<file path="config.mk">
export PLATFORM = sky130hd
export DESIGN_NAME = multi_channel_switch_debouncer_unit
export DESIGN_NICKNAME = d
export VERILOG_FILES = /design/src/hdl/msd_pkg.sv /design/src/hdl/msd_lane.sv /design/src/hdl/msd_merge.sv /design/src/hdl/multi_channel_switch_debouncer_unit.sv
export SDC_FILE = /design/constraint.sdc
export NUM_CORES = 1
export LEC_CHECK = 0
export BUFFER_PORTS_ARGS = -buffer_cell sky130_fd_sc_hd__clkbuf_2
export CAP_MARGIN = 5
export CORE_MARGIN = 1.5
export CORE_UTILIZATION = 55
export CTS_CLUSTER_DIAMETER = 50
export DETAILED_ROUTE_END_ITERATION = 8
export HOLD_SLACK_MARGIN = 0.1
export PLACE_DENSITY_LB_ADDON = 0.2
export SETUP_SLACK_MARGIN = 0.5
export SYNTH_ARGS = -nofsm -noshare
export SYNTH_HDL_FRONTEND = slang
export SYNTH_HIERARCHICAL = 1
export SYNTH_SLANG_ARGS = --single-unit
</file>
<file path="constraint.sdc">
create_clock -name clk -period 4 [get_ports clk]
set_input_delay 0.2 -clock clk [delete_from_list [all_inputs] [get_ports clk]]
set_output_delay 0.2 -clock clk [all_outputs]
set_load 0.05 [all_outputs]
</file>
<file path="src/hdl/msd_pkg.sv">
`default_nettype none
package msd_pkg;

  localparam int NUM_CHANNELS = 4;
  localparam int CH_W         = 4;
  localparam int HOLD_W       = 16;
  localparam int STEP_W       = 10;
  localparam int TABLE_W      = 64;
  localparam int ADDR_W       = 5;
  localparam int DATA_W       = 64;
  localparam int IN_TDATA_W   = 8;
  localparam int OUT_TDATA_W  = 16;

  localparam logic [HOLD_W-1:0]  INITIAL_THRESHOLD = 16'd50;
  localparam logic [HOLD_W-1:0]  HOLD_MAX          = 16'hFFFF;
  localparam logic [STEP_W-1:0]  TICK_STEP_RESET   = 10'd20;
  localparam logic [TABLE_W-1:0] HOLD_TABLE_RESET  = 64'h0032_0032_0032_0032;

  typedef enum logic [1:0] {
    REG_ON_HOLD  = 2'd0,
    REG_OFF_HOLD = 2'd1,
    REG_STEP     = 2'd2,
    REG_NONE     = 2'd3
  } reg_idx_t;

  typedef struct packed {
    logic level;
    logic accept;
    logic busy;
  } lane_res_t;

endpackage
`default_nettype wire

</file>
<file path="src/hdl/msd_lane.sv">
`default_nettype none
module msd_lane (
  input  wire logic                      clk,
  input  wire logic                      rst,
  input  wire logic                      fire,
  input  wire logic                      prime,
  input  wire logic                      sample,
  input  wire logic [msd_pkg::STEP_W-1:0] step,
  input  wire logic [msd_pkg::HOLD_W-1:0] on_hold,
  input  wire logic [msd_pkg::HOLD_W-1:0] off_hold,
  output msd_pkg::lane_res_t             res
);
  import msd_pkg::*;

  logic              active, active_next;
  logic              passed, passed_next;
  logic              stable, stable_next;
  logic [HOLD_W-1:0] hold, hold_next;
  logic [HOLD_W-1:0] threshold, threshold_next;

  logic              cur_stable;
  logic              changed;
  logic [HOLD_W:0]   sum;
  logic [HOLD_W-1:0] hold_sat;
  logic              hit;

  always_comb begin
    cur_stable     = prime ? ~sample : stable;
    changed        = !passed && (cur_stable != sample);
    sum            = {1'b0, hold} + {{(HOLD_W + 1 - STEP_W){1'b0}}, step};
    hold_sat       = sum[HOLD_W] ? HOLD_MAX : sum[HOLD_W-1:0];
    hit            = 1'b0;
    active_next    = active;
    passed_next    = passed;
    stable_next    = cur_stable;
    hold_next      = hold;
    threshold_next = threshold;
    if (!active) begin
      if (changed) begin
        active_next = 1'b1;
        hold_next   = '0;
      end
    end else if (changed) begin
      hold_next = hold_sat;
      if (hold_sat >= threshold) begin
        hit            = 1'b1;
        passed_next    = 1'b1;
        stable_next    = ~cur_stable;
        threshold_next = cur_stable ? off_hold : on_hold;
      end
    end else begin
      active_next = 1'b0;
      passed_next = 1'b0;
    end
    res.level  = stable_next;
    res.accept = hit;
    res.busy   = active || changed;
  end

  always_ff @(posedge clk) begin
    if (rst) begin
      active    <= 1'b0;
      passed    <= 1'b0;
      stable    <= 1'b0;
      hold      <= '0;
      threshold <= INITIAL_THRESHOLD;
    end else if (fire) begin
      active    <= active_next;
      passed    <= passed_next;
      stable    <= stable_next;
      hold      <= hold_next;
      threshold <= threshold_next;
    end
  end

endmodule
`default_nettype wire

</file>
<file path="src/hdl/msd_merge.sv">
`default_nettype none
module msd_merge (
  input  wire logic                          clk,
  input  wire logic                          rst,
  input  wire logic                          fire,
  input  wire msd_pkg::lane_res_t            res [msd_pkg::NUM_CHANNELS],
  output logic                               out_valid,
  input  wire logic                          out_ready,
  output logic [msd_pkg::OUT_TDATA_W-1:0]    out_data
);
  import msd_pkg::*;

  logic [CH_W-1:0] levels;
  logic [CH_W-1:0] mask;
  logic [NUM_CHANNELS-1:0] busy;

  for (genvar g = 0; g < CH_W; g++) begin : g_pack
    if (g < NUM_CHANNELS) begin : g_used
      assign levels[g] = res[g].level;
      assign mask[g]   = res[g].accept;
      assign busy[g]   = res[g].busy;
    end else begin : g_unused
      assign levels[g] = 1'b0;
      assign mask[g]   = 1'b0;
    end
  end

  always_ff @(posedge clk) begin
    if (rst) begin
      out_valid <= 1'b0;
    end else if (fire) begin
      out_valid <= 1'b1;
    end else if (out_ready) begin
      out_valid <= 1'b0;
    end
  end

  always_ff @(posedge clk) begin
    if (fire) begin
      out_data <= {{(OUT_TDATA_W - 2 * CH_W - 1){1'b0}}, ~(|busy), mask, levels};
    end
  end

endmodule
`default_nettype wire

</file>
<file path="src/hdl/multi_channel_switch_debouncer_unit.sv">
// four-channel switch debouncer with separate on and off hold times
// s_* channel: one transaction per poll tick, tdata[3:0] holds the raw line levels
// m_* channel: one transaction per tick, tdata[3:0] accepted levels,
//   tdata[7:4] channels that accepted a change on this tick, tdata[8] all idle
// apb port: 0x00 on hold table, 0x08 off hold table, 0x10 tick step;
//   each table holds four 16-bit hold times, channel i in bits 16i+15..16i
// the result is registered and appears in the cycle after the tick is taken
// throughput: one tick per cycle while the receiver does not stall; every lane updates its state
//   on each tick with a 17-bit add and a 16-bit compare
// s_tready is high while the output register is empty or being drained,
//   so a stalled receiver holds one result and stops further ticks
// reset: all channels idle, thresholds 50, tables and step at their defaults;
//   the first tick loads every accepted level with the inverted sample
`default_nettype none
module multi_channel_switch_debouncer_unit (
  input  wire logic                            clk,
  input  wire logic                            rst,
  input  wire logic                            s_tvalid,
  output logic                                 s_tready,
  input  wire logic [msd_pkg::IN_TDATA_W-1:0]  s_tdata,   // sampled_levels
  output logic                                 m_tvalid,
  input  wire logic                            m_tready,
  output logic [msd_pkg::OUT_TDATA_W-1:0]      m_tdata,   // accepted_levels, accepted_mask, all_idle
  input  wire logic                            psel,
  input  wire logic                            penable,
  input  wire logic                            pwrite,
  input  wire logic [msd_pkg::ADDR_W-1:0]      paddr,
  input  wire logic [msd_pkg::DATA_W-1:0]      pwdata,
  output logic [msd_pkg::DATA_W-1:0]           prdata,
  output logic                                 pready
);
  import msd_pkg::*;

  logic [TABLE_W-1:0] on_hold_table;
  logic [TABLE_W-1:0] off_hold_table;
  logic [STEP_W-1:0]  tick_step;
  logic               primed;
  logic               fire;
  logic               wr_en;
  reg_idx_t           idx;
  lane_res_t          res [NUM_CHANNELS];

  assign pready   = 1'b1;
  assign idx      = reg_idx_t'(paddr[ADDR_W-1:3]);
  assign wr_en    = psel && penable && pwrite && pready;
  assign s_tready = !m_tvalid || m_tready;
  assign fire     = s_tvalid && s_tready;

  always_ff @(posedge clk) begin
    if (rst) begin
      on_hold_table  <= HOLD_TABLE_RESET;
      off_hold_table <= HOLD_TABLE_RESET;
      tick_step      <= TICK_STEP_RESET;
    end else if (wr_en) begin
      case (idx)
        REG_ON_HOLD:  on_hold_table  <= pwdata;
        REG_OFF_HOLD: off_hold_table <= pwdata;
        REG_STEP:     tick_step      <= pwdata[STEP_W-1:0];
        default:      ;
      endcase
    end
  end

  always_comb begin
    case (idx)
      REG_ON_HOLD:  prdata = on_hold_table;
      REG_OFF_HOLD: prdata = off_hold_table;
      REG_STEP:     prdata = {{(DATA_W - STEP_W){1'b0}}, tick_step};
      default:      prdata = '0;
    endcase
  end

  always_ff @(posedge clk) begin
    if (rst) begin
      primed <= 1'b0;
    end else if (fire) begin
      primed <= 1'b1;
    end
  end

  for (genvar g = 0; g < NUM_CHANNELS; g++) begin : g_lane
    msd_lane u_lane (
      .clk      (clk),
      .rst      (rst),
      .fire     (fire),
      .prime    (!primed),
      .sample   (s_tdata[g]),
      .step     (tick_step),
      .on_hold  (on_hold_table[HOLD_W*g +: HOLD_W]),
      .off_hold (off_hold_table[HOLD_W*g +: HOLD_W]),
      .res      (res[g])
    );
  end

  msd_merge u_merge (
    .clk       (clk),
    .rst       (rst),
    .fire      (fire),
    .res       (res),
    .out_valid (m_tvalid),
    .out_ready (m_tready),
    .out_data  (m_tdata)
  );

endmodule
`default_nettype wire
</file>
; Word level (Yosys, flattened, before mapping)
; Index checks and enable logic that the tools add are counted.
[totals]
word_cells = 151
register_bits = 289
out_inout_bits = 83
[classes]
bitwise_logic = 9
eq_ne = 10
order_cmp = 4
mux = 55
n_reduce_logical = 39
addsub = 4
[op_table]
columns = op, n
row1 = $mux 16, 20
row2 = $pmux 64 s3, 1
row3 = $add 16x10->17, 4
row4 = $ge 16x16->1, 4
row5 = $mux 1, 34
row6 = $reduce_and 2->1, 11
row7 = $reduce_and 4->1, 4
row8 = $reduce_and 3->1, 4
row9 = $not 1->1, 9
row10 = $ne 2x2->1 const B, 4
row11 = $logic_and 1x1->1, 7
row12 = $logic_not 1->1, 5
row13 = $logic_or 1x1->1, 5
row14 = $ne 1x1->1, 4
row15 = $reduce_or 4->1, 1
row16 = $eq 2x1->1 const B, 1
row17 = $eq 2x2->1 const B, 1
row18 = $logic_not 2->1, 1
row19 = $reduce_bool 2->1, 1

; Depth between registers and ports, before layout
; Gate-level depths: netlist (run 1).
[logic_depth]
depth_word = 7
ltp_mapped = 17
depth_no_buf = 15

; Hierarchy
; Netlist (run 1), hierarchy kept.
[by_module_without_submodules]
columns = module, instances, seq_area_each_um2, cells_each, area_each_um2
row1 = msd_lane at g_lane[1].u_lane ..., 3, 700.7, 299, 2528.7
row2 = multi_channel_switch_debouncer_unit, 1, 2782.7, 689, 6656.4
row3 = msd_lane at g_lane[0].u_lane, 1, 700.7, 312, 2593.7
row4 = msd_merge, 1, 290.3, 22, 374.1

; Worst setup path before layout (run 1)
; OpenSTA, ideal clock, no wires.
[synth_timing]
kind = reg-to-reg
start = reg tick_step[0]
end = reg u_merge/out_data[1] in the netlist's numbering (data pin)
path_slack_ps = 219
arrival_time_ps = 3530
required_ps = 3749
path_stages_with_launch = 17
n_path_buf = 1
cell_sequence = dfxtp_1 ha_1 fa_1 a21oi_1 a2bb2oi_1 a221oi_4 and3_4 nor3_1 a21oi_1 ha_1 nand4_1 nor3_1 o311ai_0 a31oi_1 xor2_1 inv_1 buf_4
[synth_via]
elab_chain_len = 6
[synth_rtl]
columns = element, line
row1 = from (decl), multi_channel_switch_debouncer_unit.sv:36  ; logic [STEP_W-1:0] tick_step;
row2 = from (signal assigned), multi_channel_switch_debouncer_unit.sv:58  ; REG_STEP: tick_step <= pwdata[STEP_W-1:0];
row3 = $add 16x10->17, msd_lane.sv:30  ; sum = {1'b0, hold} + {{(HOLD_W + 1 - STEP_W){1'b0}}, step};
row4 = $mux 16, msd_lane.sv:31  ; hold_sat = sum[HOLD_W] ? HOLD_MAX : sum[HOLD_W-1:0];
row5 = $ge 16x16->1, msd_lane.sv:45  ; if (hold_sat >= threshold) begin
row6 = $mux 1, msd_lane.sv:45
row7 = $mux 1, msd_lane.sv:43  ; end else if (changed) begin
row8 = $mux 1, msd_lane.sv:38  ; if (!active) begin
row9 = net g_lane[1].u_lane.stable_next, msd_lane.sv:17  ; logic stable, stable_next;
row10 = to (signal assigned), msd_merge.sv:40  ; out_data <= {{(OUT_TDATA_W - 2 * CH_W - 1){1'b0}}, ~(|busy), mask, levels};
row11 = to (decl), msd_merge.sv:9  ; output logic [msd_pkg::OUT_TDATA_W-1:0] out_data
; The timed path passes the listed nets, and every way through them passes these cells.
; A chain may end at the register's enable or synchronous reset.

; Worst setup path in the final report (run 1)
[layout_timing]
start = reg tick_step[0]
end = reg g_lane[1].u_lane.threshold[7]
[layout_via]
elab_chain_len = 4
[layout_rtl]
columns = element, line
row1 = $add 16x10->17, msd_lane.sv:30
row2 = $mux 16, msd_lane.sv:31
row3 = $ge 16x16->1, msd_lane.sv:45
row4 = $reduce_and 4->1 (no source line), --
row5 = to (signal assigned), msd_lane.sv:72  ; threshold <= threshold_next;
row6 = to (decl), msd_lane.sv:19  ; logic [HOLD_W-1:0] threshold, threshold_next;
; No other way between the ends.

==> results of run 1 <==
metrics by stage:
| stage | instance area [um^2] | utilization [%] |
|---|---|---|
| 6_report | 21940 | 71.54 |
| 5_1_grt | 21940 | 71.54 |
| 4_1_cts | 21210 | 69.16 |
| 3_5_place_dp | 18370 | 59.90 |
| 3_3_place_gp | 18370 | 59.90 |
| 2_1_floorplan | 17300 | - |
metal layers:
| layer | routed length (um) | part of all wire, % |
|---|---|---|
| met2 | 23100 | 48 |
| met3 | 2709 | 5.6 |
| met1 | 20890 | 43 |
| met5 | 0 | 0 |
| met4 | 1570 | 3.3 |
worst paths after layout:
kind	to
worst max-delay path	g_lane[1].u_lane/threshold[7]
worst min-delay path	g_lane[3].u_lane/passed
worst max register to register	g_lane[1].u_lane/threshold[7]
worst min register to register	g_lane[2].u_lane/hold[4]
final cells by class:
type                            count  area share, %
Antenna cell                        1        0.01140
Clock buffer                       50          5.007
Clock inverter                     17         0.6843
Inverter                           90          1.540
Multi-Input combinational cell   1425          51.89
Sequential cell                   289          26.90
Tap cell                          396          2.258
Timing Repair Buffer              340          11.71
power by group:
group          internal, uW  total [uW]  switching, uW
sequential             2940        2990           42.2
clock                  2020        3360           1340
combinational           374         931            557
placed cells by master (no fill, tap or decap), drive strengths merged, types with 93 or more instances in the layout:
cell type  count
nand2        105
clkbuf       202
nand2b       184
ha           104
inv           93
nor2         185
dfxtp        280
mux2i        266
a21oi        110
buf          121
state kept, by name (all words and copies together), names as in the netlist:
signal	count
primed	1
g_lane.u_lane/threshold	64
on_hold_table	64
g_lane.u_lane/hold	64
g_lane.u_lane/stable	4
g_lane.u_lane/active	4
g_lane.u_lane/passed	4
u_merge/out_valid	1
off_hold_table	64
u_merge/out_data	9
tick_step	10
kinds of logic (layout without fill, tap and decap cells):
family / Yosys count / count (layout) / synth area share (%)
AO/OA/AOI/OAI: 399 / 399 / 16.69
buffers and inverters: 212 / 497 / 5.751
flip-flops: 289 / 289 / 34.14
other: 2 / 9 / 0.04364
XOR/XNOR: 43 / 43 / 2.188
adder cells (fa/ha/maj): 108 / 108 / 8.026
multiplexers: 267 / 267 / 15.54
AND/OR/NAND/NOR: 600 / 600 / 17.62
what timing repair did:
| item | CTS | global route |
|---|---|---|
| hold buffers | 67 | 0 |
| cloned | 5 | 4 |
| gates resized for setup | 110 | 102 |
| hold endpoints to repair | 140 | 0 |
| pin swaps | 28 | 54 |
| setup buffers | 38 | 20 |
| endpoints found under the setup margin | 80 | 79 |
critical path, delay by kind of cell, from the launching register on:
kind                       cells  cell delay [ns]
buffers and inverters          3             0.52
DFF                            1             0.41
adders and majority gates      3             0.87
and+or+nand+nor                5             0.75
AOI/OAI and AO/OA              7             1.20
==> summary.md, run 1 <==
| Metric | Value |
|---|---|
| Status | finished clean |
| Pre-CTS setup slack | 0.04634 ns |
| Synth async-reset ratio | 0% |
| Vias per inst | 5.797 |
| ANT nets after route | 0 |
| Reg-to-reg slack, setup | 0.16 ns |
| Commonest register cell after synthesis | dfxtp_1 |
| # Max-Cap Violations | 0 |
| Maximum vdd ir drop | about 0.00035 V |
| Drt wl/cell | about 19 um |
| Average cell area after synthesis | 8.964 um^2 |
| Setup TNS | 0 ns |
| Final Max Tran Viols | 0 |
| Arr. time, crit path | 4.26 ns |
| Core area | slightly above 0.03 mm^2 |
| Setup CP Type | register to register |
| Total Power | 7274 uW |
| Top Usage Layer GRT | met2 |
| # H-tree levels | 2 |
| Clock sink count | ~290 |
| Startpoint Class | register |
| Area of the multi-input gates | approximately 0.011 mm^2 |
| Worst r2r src | tick_step[0] |
| Final wirelength | 48,280 um |
| Fillers | 2,242 |
| Crit path max-delay cell type | dfxtp_4 |
| Initial drt markers | just over 800 |
| Post-Syn Instances | 1,920 |
| Num CTS Buffers | 38 |
| Leakage power | 0.009530 uW |
| Final hold violation count | 0 |
| Hold WS | 0.2154 ns |
| Worst EP required | ~4.4 ns |
| Count leader, synth | dfxtp_1 |
| P per Cell Area | 331.5 mW/mm^2 |
| Ports | 167 |
| Synth area leader | dfxtp_1 |
| Ys Warns | 6 |
| Die height | 179.9 um |
| Seq/Total Area, Yosys | 34.14% |
| # rows | 64 |
| Hold path startpoint | rst |
| Vias in the first global route | 15,100 |
| Starting Density | ~56% |
| Synthesized flop and latch total | 289 |
| Post-synth EDFFs | 9 |
| CP startpoint | tick_step[0] |
| Root Buffer | clkbuf_16 |
| Initial antenna violation count | 1 |
| R2R cell count | 18 |
| Min Tclk post-route | 3.836 ns |
| P&R area growth vs syn | 27.50% |
| Skew final | 0.02281 ns |
| RSZ-0062 raised after global routing | true |
| Commonest cells in the netlist | dfxtp_1, mux2i_1, nor2_1, nand2b_1 |
| Post-synth cell types | 75 |
| Ranking of synthesized cells by area | dfxtp_1, mux2i_1, ha_1, nand2b_1, nor2_1 |
| Final setup margin | 0.1642 ns |
| Worst-Skew Late Latency | 0.53 ns |
| GRT overflow | 0 |
| I/O Buffers | around 150 |
| Met3 GRT Util | about 4.7% |
| Total die area | 0.03236 mm^2 |
| Worst path cell trace | ha_4 > fa_2 > a21oi_4 > a2bb2oi_4 > a221oi_4 > buf_4 > and4_1 > nor2_1 > a21oi_1 > ha_1 > nand4_1 > nor3_2 > o311ai_1 > buf_4 > a31oi_4 > buf_12 > nor2_1 > a211oi_1 |
| GR Util met1 | 35.44% |
| Final non-filler cell total | 2,608 |
| Relative slew slack | 22.73% |
| Yosys top cell area share | between 30% and 40% |
| Global-route wire length before repair | roughly 76,000 um |
| Detailed placement HPWL | approximately 31,000 um |
| Layout Nets | around 2,400 |
| Residual DRC | 0 |
| Die width | about 180 um |
| Critical path capture point type | register |
| Final Wtd Congestion | between 0.8 and 0.9 |
| Placed Cells incl. Taps | 2,406 |
| Syn Std Cell Area | 0.01721 mm^2 |
| Max stage delay on crit path | 0.41 ns |
| Fin crit share | 95.90% |
| Met2 GRT Util | 48.55% |
| Register area | 0.005903 mm^2 |
| Via Count | 15,120 |
| Clock tree buffer depth | 3 |
| Share of cells above drive strength 1 | 24.11% |
| Worst-path clk slew | 0.06 ns |
| CTS tree | done |
| Achievable Freq | between 200 and 300 MHz |
| Largest net degree at the start of global routing | 112 |
| First drt pass iteration count | 5 |
| HP Class | input port to register |
| Worst Hold Depth | 2 |
| Crit Path Max Fanout | 9 |
| Worst Max-Slew Pin Slew | 1.159 ns |
| Final Setup Violations | 0 |
| Total GRT Usage | 28.28% |
No activity file was read; power rests on OpenSTA's default activity.
==> inputs of run 2 (changes only) <==
--- a/config.mk
+++ b/config.mk
@@ -12,7 +12,7 @@
 export CTS_CLUSTER_DIAMETER = 50
 export DETAILED_ROUTE_END_ITERATION = 8
 export HOLD_SLACK_MARGIN = 0.1
-export PLACE_DENSITY_LB_ADDON = 0.2
+export PLACE_DENSITY = 0.78
 export SETUP_SLACK_MARGIN = 0.5
 export SYNTH_ARGS = -nofsm -noshare
 export SYNTH_HDL_FRONTEND = slang
==> summary.md, run 2 (synthesis gave the netlist of run 1 again) <==
| Metric | Value |
|---|---|
| Die height | 179.9 um (unchanged) |
| Starting Density | 56.12% (unchanged) |
| Worst Max-Slew Pin Slew | 1.209 ns (was 1.159 ns) |
| Min Tclk post-route | 3.830 ns (was 3.836 ns) |
| Final Wtd Congestion | 0.9254 (was 0.8798) |
| Internal | 5368 uW (was 5332 uW) |
| Core area | 0.03067 mm^2 (unchanged) |
| Reg-to-reg slack, setup | 0.17 ns (was 0.16 ns) |
| P&R area growth vs syn | 30.90% (was 27.50%) |
| Worst Hold Depth | 5 (was 2) |
| Crit Reg-Reg Endpoint | g_lane[0].u_lane/threshold[2] (was g_lane[1].u_lane/threshold[7]) |
| Clock share of power | 45.3% (was 46.2%) |
| Num CTS Buffers | 36 (was 38) |
| Seq pwr share | 40.8% (was 41.0%) |
| Total die area | 0.03236 mm^2 (unchanged) |
| WP buf/inv | 4 (was 3) |
| Total GRT Usage | 29.64% (was 28.28%) |
| ANT nets after route | 0 (unchanged) |
| Worst r2r src | tick_step[1] (was tick_step[0]) |
| Arr. time, crit path | 4.26 ns (about the same) |
| Leakage power | 0.009626 uW (was 0.009530 uW) |
| First drt pass iteration count | 5 (unchanged) |
| Layout Nets | 2,391 (was 2,376) |
| Achievable Freq | 261.1 MHz (was 260.7 MHz) |
| Sw Share | 26.66% (was 26.70%) |
| Clock sink count | 289 (unchanged) |
| Skew final | 0.03457 ns (was 0.02281 ns) |
| Initial drt markers | 1,102 (was 820) |
| # H-tree levels | 2 (unchanged) |
| Clock tree buffer depth | 3 (unchanged) |
| Maximum vdd ir drop | 0.0003319 V (was 0.0003479 V) |
| Final setup margin | 0.1697 ns (was 0.1642 ns) |
| Root Buffer | clkbuf_16 (unchanged) |
| I/O Buffers | 151 (unchanged) |
| Critical path capture point type | register (unchanged) |
| R2R cell count | 18 (unchanged) |
| P per Cell Area | 324.9 mW/mm^2 (was 331.5 mW/mm^2) |
| Share of cells above drive strength 1 | 25.88% (was 24.11%) |
| Final hold violation count | 0 (unchanged) |
| Vias per inst | 5.979 (was 5.797) |
| Crit path max-delay cell type | or3_4 (was dfxtp_4) |
| Vias in the first global route | 15,580 (was 15,100) |
| Global-route wire length before repair | 79,220 um (was 75,880 um) |
| Setup CP Type | register to register (unchanged) |
| Top delay family on crit path | compound AO/OA/AOI/OAI gates (unchanged) |
| GRT overflow | 0 (unchanged) |
| Relative slew slack | 19.41% (was 22.73%) |
| Worst-Skew Late Latency | 0.53 ns (about the same) |
| Final wirelength | 51,840 um (was 48,280 um) |
| Largest net degree at the start of global routing | 128 (was 112) |
| Commonest non-fill, non-tap cell in the layout | dfxtp_1 (unchanged) |
| HP Class | input port to register (unchanged) |
| Drt wl/cell | 19.76 um (was 18.51 um) |
| # rows | 64 (unchanged) |
| CTS tree | done (unchanged) |
| RSZ-0062 raised after global routing | true (unchanged) |
| # Max-Cap Violations | 0 (unchanged) |
| Logic pwr share | 13.9% (was 12.8%) |
| Final Setup Violations | 0 (unchanged) |
| Hold path startpoint | s_tdata[0] (was rst) |
| Ports | 167 (unchanged) |
| Residual DRC | 0 (unchanged) |
| Startpoint Class | register (unchanged) |
| Initial antenna violation count | 1 (unchanged) |
| Max stage delay on crit path | 0.39 ns (was 0.41 ns) |
| Worst path cell trace | buf_4 > ha_1 > a21oi_1 > o311a_4 > or3_4 > a211oi_4 > xnor2_2 > nand2_4 > ha_4 > nand2_4 > nor2_4 > nand2_2 > o21ai_4 > buf_6 > buf_6 > buf_16 > a21oi_2 > a311oi_2 (was ha_4 > fa_2 > a21oi_4 > a2bb2oi_4 > a221oi_4 > buf_4 > and4_1 > nor2_1 > a21oi_1 > ha_1 > nand4_1 > nor3_2 > o311ai_1 > buf_4 > a31oi_4 > buf_12 > nor2_1 > a211oi_1) |
| Status | finished clean (unchanged) |
| Die width | 179.9 um (unchanged) |
| Via Count | 15,680 (was 15,120) |
| Setup TNS | 0 ns (unchanged) |
| Worst-path clk slew | 0.06 ns (about the same) |
| Fin crit share | 95.76% (was 95.90%) |
| Worst min-delay path endpoint | g_lane[0].u_lane/stable (was g_lane[3].u_lane/passed) |
| Detailed placement HPWL | 30,820 um (was 30,530 um) |
| Crit Path Max Fanout | 4 (was 9) |
| Commonest non-fill, non-tap cells in the layout | dfxtp_1, mux2i_1, nand2b_1, nor2_1, clkbuf_2 (unchanged) |
| Net Switching | 1951 uW (was 1942 uW) |
| Util after Layout | 73.45% (was 71.54%) |
| Pre-CTS setup slack | 0.08538 ns (was 0.04634 ns) |
| Final Max Tran Viols | 0 (unchanged) |
| Worst EP required | 4.43 ns (about the same) |
[run 2: cell types whose count changed in the layout (fill, tap and decap cells not counted), sizes merged]
cell,delta
bufinv,+2
clkbuf,-3
clkinv,-3
inv,+2
dlygate4sd3,-1
buf,+18
and3,+1
clkinvlp,-1
[run 2: layer usage]
metal / global-route usage (%) / vias to the layer above / routed length [um]
met5: 0 / - / 0
met4: 13.03 / 0 / 2204
met3: 4.862 / 157 / 3272
met2: 51.72 / 652 / 25340
met1: 35.82 / 7497 / 21020
li1: - / 7377 / -
[run 2: worst min-delay path, cell delays in order]
cell,delay [ns]
clkbuf_2,0.10
nand2_1,0.07
o21ai_2,0.06
nand4_1,0.10
a311oi_1,0.08
[run 2: power groups by stage]
stage | Combinational (uW) | Clock, uW | Sequential [uW]
4_1_cts | 938 | 3340 | 2980
3_3_place_gp | 744 | 0 | 3050
3_5_place_dp | 759 | 0 | 3050
2_1_floorplan | 539 | 0 | 3060
6_report | 1020 | 3320 | 2990
5_1_grt | 1070 | 3460 | 2990
[run 2: worst max-delay path by stage]
stage / startpoint / endpoint / slack, ns / cells after the start
6_report: tick_step[1] / g_lane[0].u_lane/threshold[2] / 0.17 / 18
5_1_grt: tick_step[1] / g_lane[0].u_lane/threshold[2] / 0.11 / 18
4_1_cts: tick_step[0] / g_lane[0].u_lane/threshold[11] / 0.34 / 18
3_5_place_dp: tick_step[0] / g_lane[1].u_lane/threshold[12] / 0.09 / 17
3_3_place_gp: tick_step[0] / g_lane[0].u_lane/threshold[5] / 0.18 / 15
2_1_floorplan: tick_step[7] / u_merge/out_data[1] / 0.50 / 16
[run 2: timing repair]
| action | 4_1_cts | 5_1_grt |
|---|---|---|
| gates cloned | 10 | 2 |
| resized for setup | 185 | 89 |
| setup buffers | 58 | 18 |
| endpoints found under the setup margin | 80 | 78 |
| hold buffers | 66 | 0 |
| pin swaps | 80 | 75 |
| endpoints found under the hold margin | 140 | 0 |
[run 2: final cells by class]
class | instances | area, um^2
tap | 396 | 495.5
timing repair buffer | 356 | 2831
sequential | 289 | 5904
clock buffer | 48 | 1017
multi-input combinational | 1426 | 11750
inverter | 90 | 337.8
clock inverter | 17 | 193.9
fill | 2042 | 8142
antenna | 1 | 2.502
[run 2: metrics by stage]
stage / hold WS [ns] / power, uW / instances / cell area (um^2)
2_1_floorplan: 0.2691 / 3603 / 1926 / 17300
3_3_place_gp: 0.4354 / 3789 / 2403 / 18370
3_5_place_dp: 0.4504 / 3807 / 2403 / 18370
4_1_cts: 0.1196 / 7266 / 2602 / 21820
5_1_grt: 0.1596 / 7519 / 2622 / 22530
6_report: 0.1359 / 7319 / 2623 / 22530
